$ cat config.mk
export PLATFORM = sky130hd
export DESIGN_NAME = fib_mem
export DESIGN_NICKNAME = d
export VERILOG_FILES = /design/src/hw/rtl/fib_mem.sv
export SDC_FILE = /design/constraint.sdc
export NUM_CORES = 1
export LEC_CHECK = 0
export BUFFER_PORTS_ARGS = -buffer_cell sky130_fd_sc_hd__buf_2
export CAP_MARGIN = 5
export CORE_MARGIN = 8
export CORE_UTILIZATION = 40
export DETAILED_ROUTE_END_ITERATION = 8
export SLEW_MARGIN = 10
export SYNTH_ARGS = -nofsm -noshare
export SYNTH_HDL_FRONTEND = slang
export SYNTH_SLANG_ARGS = --single-unit
export TNS_END_PERCENT = 20
$ cat constraint.sdc
create_clock -name clock -period 2.6 [get_ports clock]
set_clock_uncertainty 0.05 [all_clocks]
set_input_delay 0.52 -clock clock [delete_from_list [all_inputs] [get_ports clock]]
set_output_delay 0.52 -clock clock [all_outputs]
set_load 0.005 [all_outputs]
$ cat src/hw/rtl/fib_mem.sv
// Simple dual-port memory: one write port, one registered read port.
module fib_mem #(
   parameter int WIDTH = 8,
   parameter int DEPTH = 16
) (
   input  logic                                        clock,
   input  logic                                        wr_en,
   input  logic [((DEPTH > 1) ? $clog2(DEPTH) : 1)-1:0] wr_addr,
   input  logic [WIDTH-1:0]                            wr_data,
   input  logic                                        rd_en,
   input  logic [((DEPTH > 1) ? $clog2(DEPTH) : 1)-1:0] rd_addr,
   output logic [WIDTH-1:0]                            rd_data
);

   logic [WIDTH-1:0] mem [DEPTH];
   logic [WIDTH-1:0] rd_data_ff;

   always_ff @(posedge clock) begin
      if (wr_en) begin
         mem[wr_addr] <= wr_data;
      end
   end

   always_ff @(posedge clock) begin
      if (rd_en) begin
         rd_data_ff <= mem[rd_addr];
      end
   end

   assign rd_data = rd_data_ff;

endmodule
# [Yosys cells after proc, flatten, opt, wreduce, memory -nomap -nowiden]
# Memories as Yosys holds them, arrays and structs flattened. A register that Yosys moved wholly into a read port is not among the register bits.
# Index checks and enable logic that the tools add are counted.
[classes] mux=2
[op_table] operator="2-to-1 mux 1 bit" count=2
[word_totals] ff_bits=0 mem_bits_rw=128 input_bits=19 output_inout_bits=8 word_cells=3 n_memories=1
[mem_list] name="mem" words=16 word_bits=8 read_ports=1 rd_clocked_by_memory_dff=1 wr=1 line_no="15" rtl="logic [WIDTH-1:0] mem [DEPTH];"

# [Logic depth before layout (Yosys ltp)]
# Gate-level depths: netlist (run 1).
[logic_depth] word_depth=2 mapped_depth=5 ltp_nobuf=3

# [Least setup slack after synthesis (run 1)]
# Ideal clock, no wire load.
[synth_path] path_type="input-to-reg" start="in wr_addr[2] (netlist name)" end="mem mem[0][0], enable pin" setup_ps=383 arrival_time_ps=1630 required_ps=2167 path_slack_ps=537 path_stages=2 n_path_buf=0 path_cell_list="or3b_2 > nor3_1"
[synth_lines] item="start: declaration" line_no="8" rtl="input logic [((DEPTH > 1) ? $clog2(DEPTH) : 1)-1:0] wr_addr,"
[synth_lines] item="end: declaration" line_no="15"
# Straight into the memory's write port.

==> reports/metrics.cfg, run 1 <==
[pwr]
finalPower_uw = 4900
static-leakage-power_uw = 0.00211
power.switching_uw = 949
seqPwrFrac_pct = 50.7
switching_share_pct = 19.4
combPwrFrac_pct = 4.6
p_int_uw = 3950
max-vdd-ir-drop_mv = 0.390
pwr-share-clk_pct = 44.6
powerDensity_mw_per_mm2 = 786

[critical_path]
cpPeakStageDelay_ps = 610
path_class = input pin to register
cp-start-kind = input pin
rr_endpoint = rd_data[4]
endpoint_kind = register
cp.required_ps = 2690
crit_chain = buf_2 > buf_12 > mux4_1 > a22oi_1 > nand2_1
path_buf_inv = 2
crit_family = multiplexers
worst-path-stages = 5
arrival_ps = 1890
crit_end = rd_data[4]
cp-startpoint = rd_addr[0]
reg2reg_depth = 3
timing.rr.start = mem[8][4]
cp_slowest_cell = mux4_1
worst-path-max-fanout = 32
worst-r2r-setup-slack_ps = 980

[yosys]
synthMuxAreaShare_pct = 14.8
syn_inst = 229
synth-seq-area-share_pct = 78.1
synth_compound_area_share_pct = 2.30
synth_adder_area_share_pct = 0
syn-mean-instance-area_um2 = 22.8
ys_seq_elements = 136
synth_top_family_by_area = multiplexers
ys.warnings.count = 0
yosys.area_share.simple_pct = 3.14
syn_area_mm2 = 0.00523
yosysUniqueCellTypes = 18
synth_xor_xnor_area_share_pct = 0
syn_nets = 248

[sta]
setup_tns_ps = 0
relSlewSlack_pct = 71.5
slew_viol_final = 0
rsz0062_at_grt = no
setup_viol = 0
layout_min_cycle_time_ps = 1800
fmax_mhz = 556
tightestPinTransition_ps = 428
finalCritPeriodShare_pct = 69.2
finalHoldViolations = 0

[clock_network]
cts_sinks = 136
cts_tree = built
cts_buffer_depth = 2
ctsHoldBuffers = 0
numCtsBuffers = 17
cts.clk_slew.worst_paths_ps = 50
clk_latency_ps = 400
root_buffer = clkbuf_16
cts_max_level = 4
cts_setup_buffers = 0
ctsResizeCount = 0

[global_route]
antenna_found_initial = 0
grt_pass1_vias = 2523
track_usage_pct = 13.0
overflow = 0
gr-max-usage-layer = met2
gr-usage-met2_pct = 19.8
grtUsageMet3_pct = 3.26
grt_max_degree = 33
grt_use_met1_pct = 17.4
grt_pass1_wl_mm = 15.4

[finish]
nets = 307
layout-drive-gt1-share_pct = 32.1
multi_input_area_mm2 = 0.00106
num-fill-cells = 1034
final_area_mm2 = 0.00623
area_growth_pct = 19.2
antenna_cells = 0
regArea_mm2 = 0.00408

[floorplan]
die_h_um = 130
die_area_mm2 = 0.0170
core_mm2 = 0.0127
io_pins = 27
initial_core_util_pct = 41.3
die_w_um = 130
rows = 41

[route]
routed_wl_mm = 10.2
firstDrtPassIters = 4
drc_errors = 0
ant_nets = 0
via_per_inst = 5.23
via_count = 2465
wl_per_cell_um = 21.7
drtIter0Drc = 239

[worst_hold_path]
min_path_type = input pin to register
holdPathStages = 1

[flow_run]
maxCapViolCount = 0

[place]
gp_congestion = 0.717
place_area_mm2 = 0.00569
io_buffers = 26
hpwlAfterDp_mm = 6.47

[run_status]
status = finished, final reports clean

==> synth_stat cells <==
master | n | share of area (%)
a22oi_1 | 16 | 2.3
and2_1 | 1 | 0.12
and2b_1 | 1 | 0.14
buf_2 | 3 | 0.29
buf_4 | 1 | 0.14
buf_6 | 3 | 0.65
clkdlybuf4s25_2 | 3 | 0.57
edfxtp_1 | 136 | 78
mux4_1 | 14 | 7.0
mux4_2 | 18 | 7.8
nand2_1 | 9 | 0.65
nand2b_1 | 2 | 0.24
nand3_1 | 1 | 0.096
nand3b_1 | 2 | 0.29
nor2_1 | 13 | 0.93
nor2b_1 | 1 | 0.12
nor3_1 | 4 | 0.38
or3b_2 | 1 | 0.17
==> layout by cell type (no fill, tap or decap) <==
master and n:
clkbuf_16 17, edfxtp_1 136, nor3_1 4, nand3b_1 2, clkbuf_1 2, a22oi_1 16, buf_12 2, nand2b_1 2
and2b_1 1, clkinv_2 6, nor2_1 13, nand2_1 9, or3b_2 1, buf_4 22, and2_1 1, nand3_1 1
buf_2 26, clkinvlp_4 2, mux4_1 14, bufinv_16 2, mux4_2 18, clkinv_1 1, nor2b_1 1
==> how the worst min path moves through the flow <==
stage	slack, ps	from	to
2_1_floorplan	570	wr_data[0]	mem[0][0]
3_3_place_gp	680	mem[8][1]	rd_data[1]
3_5_place_dp	690	mem[4][7]	rd_data[7]
4_1_cts	440	wr_data[5]	mem[7][5]
5_1_grt	450	wr_data[5]	mem[6][5]
6_report	450	wr_data[5]	mem[6][5]
==> metrics by stage <==
stage | setup WS, ps | cells | utilization, % | hold slack (ps)
after floorplan | 537 | 229 | - | 569
after global placement | 357 | 441 | 44.9 | 681
after detailed placement | 339 | 441 | 44.9 | 692
after CTS | 766 | 471 | 49.2 | 437
after global routing | 754 | 471 | 49.2 | 445
final | 800 | 471 | 49.2 | 447
==> power groups by stage <==
stage          Sequential (uW)  Combinational [uW]  Clock, uW
5_1_grt                   2490                 247       2330
6_report                  2490                 227       2190
3_5_place_dp              2530                 231          0
4_1_cts                   2490                 232       2230
2_1_floorplan             2530                 125          0
3_3_place_gp              2530                 228          0
==> state kept, by name, summed over array words and instances (netlist names) <==
signal,cells
rd_data,8
mem,128
==> logic make-up (layout without fill, tap and decap cells) <==
family | after synthesis | after routing
AO/OA/AOI/OAI | 16 | 16
multiplexers | 32 | 32
buffers and inverters | 10 | 80
flip-flops | 136 | 136
AND/OR/NAND/NOR | 35 | 35
==> metal layers <==
metal / wire length (um) / up-vias
met1: 4530 / 1268
met4: 149 / 0
li1: - / 1100
met2: 4960 / 87
met3: 565 / 10
met5: 0 / -
==> cell type report <==
cell class | count | area share, %
Sequential cell | 136 | 65.5
Multi-Input combinational cell | 83 | 17.0
Clock buffer | 19 | 6.94
Timing Repair Buffer | 50 | 5.38
Tap cell | 172 | 3.45
Clock inverter | 11 | 1.75
Note: power is estimated with default switching activity, not from simulation.
==> run 2, diff against run 1 <==
--- a/config.mk
+++ b/config.mk
@@ -5,6 +5,7 @@
 export SDC_FILE = /design/constraint.sdc
 export NUM_CORES = 1
 export LEC_CHECK = 0
+export ABC_AREA = 1
 export BUFFER_PORTS_ARGS = -buffer_cell sky130_fd_sc_hd__buf_2
 export CAP_MARGIN = 5
 export CORE_MARGIN = 8
==> constraint.sdc (replaced) <==
create_clock -name clock -period 1.6 [get_ports clock]
set_clock_uncertainty 0.05 [all_clocks]
set_input_delay 0.32 -clock clock [delete_from_list [all_inputs] [get_ports clock]]
set_output_delay 0.32 -clock clock [all_outputs]
set_load 0.005 [all_outputs]
==> run 2 against run 1 <==
Against the previous run:
- area after synthesis rose by 12%
- first-iteration DRC count increased by 100%
- final area grew 8.2%
- critical path depth is 4 lower
- sequential power grew 62%
- global-route usage increased by 1.4 points
- count of clock-buffer cells in the layout up 3
- total power grew 60%
- critical endpoint is now rd_data[4]
==> reports/metrics.cfg, run 2 <==
[run_status]
status = finished, final reports clean

[critical_path]
endpoint_kind = primary output
cp-start-kind = register
cpPeakStageDelay_ps = 440  ; -170 ps
worst-path-max-fanout = 1  ; -97%
crit_family = flip-flops
crit_chain = buf_2
cp.required_ps = 1230  ; -1460 ps
cp_slowest_cell = edfxtp_1
path_buf_inv = 1  ; -1
path_class = register to primary output
arrival_ps = 1000  ; -890 ps
timing.rr.start = mem[15][2]
cp-startpoint = rd_data[4]

[yosys]
synth-seq-area-share_pct = 69.8  ; -8.3 points
synthTopCellsByCount = nand2_1, edfxtp_1, inv_1, nand3_1, nor2_1
syn_nets = 570  ; +130%
ys_seq_elements = 136  ; unchanged
syn_inst = 551  ; +140%
synth-edff-count = 136  ; unchanged
synthTopCellsByArea = edfxtp_1, nand2_1, nand3_1
synthArstFlopShare_pct = 0  ; unchanged
yosys.area.top_type = edfxtp_1
syn-mean-instance-area_um2 = 10.6  ; -54%
ys.flop_type = edfxtp_1
ys.warnings.count = 0  ; unchanged
synth.most_common_cell = nand2_1
synth_top_area_share_pct = 69.8  ; -8.3 points
syn_area_mm2 = 0.00585  ; +12%
yosysUniqueCellTypes = 11  ; -7

[floorplan]
io_pins = 27  ; unchanged
die_w_um = 137  ; +5.0%
core_mm2 = 0.0144  ; +14%
die_area_mm2 = 0.0187  ; +10%
initial_core_util_pct = 40.5  ; -0.72 points
die_h_um = 137  ; +5.0%
rows = 44  ; +7.3%

[route]
routed_wl_mm = 12.6  ; +24%
via_count = 3794  ; +54%
via_per_inst = 4.81  ; -8.0%
wl_per_cell_um = 16.0  ; -26%
drtIter0Drc = 483  ; +100%
firstDrtPassIters = 5  ; +1
ant_nets = 0  ; unchanged
drc_errors = 0  ; unchanged

[finish]
final_common_cell = nand2_1
multi_input_area_mm2 = 0.00121  ; +15%
antenna_cells = 0  ; unchanged
layout-drive-gt1-share_pct = 11.8  ; -20 points
final_cell_mix = nand2_1, edfxtp_1, inv_1, nand3_1, buf_2
largest_register_ffs = 128  ; unchanged
regArea_mm2 = 0.00408  ; unchanged
nets = 613  ; +100%
final_area_mm2 = 0.00674  ; +8.2%
top_register = mem
area_growth_pct = 15.3
num-fill-cells = 1334  ; +29%

[clock_network]
root_buffer = clkbuf_16
ctsResizeCount = 0  ; unchanged
cts_sinks = 136  ; unchanged
cts_tree = built
cts.clk_slew.worst_paths_ps = 50  ; about the same
numCtsBuffers = 17  ; unchanged
cts_setup_buffers = 0  ; unchanged
ctsHoldBuffers = 0  ; unchanged
clk_latency_ps = 400  ; about the same
cts_buffer_depth = 2  ; unchanged
cts_max_level = 4  ; unchanged

[global_route]
overflow = 0  ; unchanged
track_usage_pct = 14.4  ; +1.4 points
grt_max_degree = 65  ; +97%
grt_pass1_wl_mm = 20.3  ; +32%
antenna_found_initial = 0  ; unchanged
grt_pass1_vias = 3825  ; +52%

[worst_hold_path]
min-delay-start = rd_en
min_path_type = input pin to register

[sta]
finalCritPeriodShare_pct = 85.8
finalHoldViolations = 0  ; unchanged
relSlewSlack_pct = 58.7  ; -13 points
setup_tns_ps = 0  ; unchanged
tightestPinTransition_ps = 618  ; +191 ps
layout_min_cycle_time_ps = 1370
rsz0062_at_grt = no
setup_viol = 0  ; unchanged
fmax_mhz = 729
slew_viol_final = 0  ; unchanged

[pwr]
finalPower_uw = 7860  ; +60%
static-leakage-power_uw = 0.00290  ; +38%
max-vdd-ir-drop_mv = 0.653  ; +68%
powerDensity_mw_per_mm2 = 1170  ; +48%

[place]
gp_congestion = 0.781  ; +9.0%
hpwlAfterDp_mm = 8.13  ; +26%
place_area_mm2 = 0.00624  ; +9.7%
io_buffers = 26  ; unchanged

[flow_run]
maxCapViolCount = 0  ; unchanged

[run 2: cell count changes after synthesis, sizes merged, moves of 16 or more]
| cell | before | now |
|---|---|---|
| buf | 7 | 24 |
| a22oi | 16 | 0 |
| nand3 | 1 | 97 |
| inv | 0 | 102 |
| mux4 | 32 | 0 |
| nand2 | 9 | 173 |
[run 2: cells by family after synthesis]
group	after synthesis	share of synthesized area, %
buffers and inverters	126	9.39
AND/OR/NAND/NOR	289	20.8
flip-flops	136	69.8
[run 2: cell type report]
cell class / instances / area share [%]
clock inverter: 7 / 0.835
multi-input combinational: 289 / 18.0
timing repair buffer: 48 / 4.94
tap: 184 / 3.41
clock buffer: 22 / 6.59
sequential: 136 / 60.6
inverter: 102 / 5.68
[run 2: path summary, 6_finish.rpt]
check	endpoint	slack, ps	cells past startpoint
max reg2reg	rd_data[2]	460	6
min	rd_data[3]	240	1
min reg2reg	rd_data[5]	700	6
max	rd_data[4]	230	1
[run 2: report_power, final]
group	total [uW]	switching, uW	internal, uW
Clock	3350	1270	2080
Sequential	4040	25.1	4020
Combinational	471	324	147
[run 2: metal layers]
| layer | GRT usage, % | up-vias | share of wire [%] |
|---|---|---|---|
| li1 | - | 1860 | - |
| met1 | 18.6 | 1794 | 44 |
| met2 | 23.6 | 125 | 48 |
| met3 | 3.08 | 15 | 6.5 |
| met4 | 5.13 | 0 | 1.2 |
| met5 | 0 | - | 0 |
[run 2: stage by stage]
step / hold slack, ps / util, % / worst slack, ps / instances
final: 241 / 46.8 / 228 / 788
after global routing: 229 / 46.8 / 211 / 788
after CTS: 223 / 46.8 / 224 / 788
after detailed placement: 643 / 43.3 / 56.1 / 759
after global placement: 643 / 43.3 / 81.4 / 759
after floorplan: 369 / - / 279 / 551
==> run 3, diff against run 2 <==
--- a/config.mk
+++ b/config.mk
@@ -10,6 +10,7 @@
 export CAP_MARGIN = 5
 export CORE_MARGIN = 8
 export CORE_UTILIZATION = 40
+export CTS_BUF_LIST = sky130_fd_sc_hd__clkbuf_4
 export DETAILED_ROUTE_END_ITERATION = 8
 export SLEW_MARGIN = 10
 export SYNTH_ARGS = -nofsm -noshare
==> run 3 against run 2 <==
Against the previous run:
- routed wire length shrank 1.7%
- count of clock-buffer cells in the layout did not move
- sequential cell count unchanged
- final area shrank 4.1%
- via count shrank 1.7%
- global-route usage about the same
- core utilization is 1.9 points lower
- first-iteration DRC count is 9.9% lower
- cell count is 0.13% higher
- largest cell class unchanged
==> reports/metrics.cfg, run 3 (same netlist as run 2, synthesis figures left out) <==
[run_status]
status = finished, final reports clean

[pwr]
static-leakage-power_uw = 0.00279  ; -3.9%
combPwrFrac_pct = 7.3  ; +1.3 points
seqPwrFrac_pct = 63.1  ; +12 points
powerDensity_mw_per_mm2 = 988  ; -15%
p_int_uw = 4960  ; -21%
pwr-share-clk_pct = 29.6  ; -13 points
switching_share_pct = 22.3  ; +1.8 points
max-vdd-ir-drop_mv = 0.330  ; -49%
finalPower_uw = 6390  ; -19%
power.switching_uw = 1430  ; -12%

[sta]
fmax_mhz = 671  ; -7.9%
relSlewSlack_pct = 59.1  ; +0.38 points
rsz0062_at_grt = no
layout_min_cycle_time_ps = 1490  ; +118 ps
tightestPinTransition_ps = 613  ; -5.71 ps
finalHoldViolations = 0  ; unchanged
finalCritPeriodShare_pct = 93.2  ; +7.4 points
setup_viol = 0  ; unchanged
slew_viol_final = 0  ; unchanged
setup_tns_ps = 0  ; unchanged

[route]
drc_errors = 0  ; unchanged
via_per_inst = 4.72  ; -1.9%
via_count = 3728  ; -1.7%
ant_nets = 0  ; unchanged
routed_wl_mm = 12.4  ; -1.7%
wl_per_cell_um = 15.7  ; -1.8%
firstDrtPassIters = 5  ; unchanged
drtIter0Drc = 435  ; -9.9%

[critical_path]
arrival_ps = 1120  ; +120 ps
cp-start-kind = register
crit_family = flip-flops
cpPeakStageDelay_ps = 440  ; about the same
worst-path-max-fanout = 1  ; unchanged
cp_slowest_cell = edfxtp_1
crit_chain = buf_2
endpoint_kind = primary output
path_buf_inv = 1  ; unchanged
path_class = register to primary output
cp.required_ps = 1230  ; about the same

[floorplan]
die_h_um = 137  ; unchanged
die_area_mm2 = 0.0187  ; unchanged
io_pins = 27  ; unchanged
rows = 44  ; unchanged
die_w_um = 137  ; unchanged
initial_core_util_pct = 40.5  ; unchanged
core_mm2 = 0.0144  ; unchanged

[finish]
top_register = mem
area_growth_pct = 10.6
utilization_pct = 44.8  ; -1.9 points
final_cell_mix = nand2_1, edfxtp_1, inv_1, nand3_1, buf_2
largest_register_ffs = 128  ; unchanged
nets = 613  ; unchanged
final_common_cell = nand2_1
layout-drive-gt1-share_pct = 12.6  ; +0.83 points

[clock_network]
cts_tree = built
ctsHoldBuffers = 0  ; unchanged
cts_max_level = 4  ; unchanged
cts.clk_slew.worst_paths_ps = 100  ; +50 ps
ctsResizeCount = 0  ; unchanged
root_buffer = clkbuf_4
cts_sinks = 136  ; unchanged
cts_setup_buffers = 0  ; unchanged
numCtsBuffers = 17  ; unchanged
cts_buffer_depth = 2  ; unchanged
clk_latency_ps = 520  ; +120 ps

[place]
io_buffers = 26  ; unchanged
hpwlAfterDp_mm = 8.13  ; unchanged
gp_congestion = 0.781  ; unchanged

[global_route]
track_usage_pct = 14.4  ; about the same
grt_max_degree = 65  ; unchanged
overflow = 0  ; unchanged
antenna_found_initial = 1  ; +1
grt_pass1_wl_mm = 20.1  ; -0.88%
grt_pass1_vias = 3783  ; -1.1%

[flow_run]
maxCapViolCount = 0  ; unchanged

[worst_hold_path]
min_path_type = input pin to register

-- run 3: cell types whose count changed in the layout (fill, tap and decap cells not counted) --
cell,before,now
clkbuf_1,5,0
diode_2,0,1
clkbuf_16,17,0
clkbuf_4,0,22
-- run 3: layout make-up --
class | count | area [um^2]
flip-flops and latches | 136 | 4080
multi-input cells | 289 | 1210
repair buffers | 48 | 333
clock buffers | 22 | 165
diodes | 1 | 2.50
clock inverters | 7 | 56.3
inverters | 102 | 383
well taps | 184 | 230
fillers | 1376 | 7960
-- run 3: final timing paths --
check	depth (start not counted)	slack [ps]	startpoint	endpoint
worst min-delay path	1	120	rd_en	rd_data[7]
worst max register to register	6	460	mem[15][2]	rd_data[2]
worst min register to register	6	710	mem[2][6]	rd_data[6]
worst max-delay path	1	110	rd_data[3]	rd_data[3]
-- run 3: routing by layer --
| metal | global-route usage (%) | share of wire, % | vias up |
|---|---|---|---|
| li1 | - | - | 1865 |
| met4 | 5.73 | 1.4 | 0 |
| met3 | 3.63 | 6.5 | 15 |
| met1 | 18.3 | 44 | 1751 |
| met2 | 23.2 | 48 | 97 |
| met5 | 0 | 0 | - |
-- run 3: power groups by stage --
stage               Combinational (uW)  Clock, uW  Sequential [uW]
detailed placement                 472          0             4110
global placement                   467          0             4110
finish                             467       1890             4030
floorplan                          281          0             4110
global route                       527       2090             4040
CTS                                474       1940             4030
-- run 3: stage by stage --
step | setup WS (ps) | hold slack [ps] | instances | instance area, um^2
finish | 109 | 117 | 789 | 6470
global route | 39.2 | 60.5 | 789 | 6470
CTS | 64.3 | 66.6 | 788 | 6460
detailed placement | 56.1 | 643 | 759 | 6240
global placement | 81.4 | 643 | 759 | 6240
floorplan | 279 | 369 | 551 | 5850
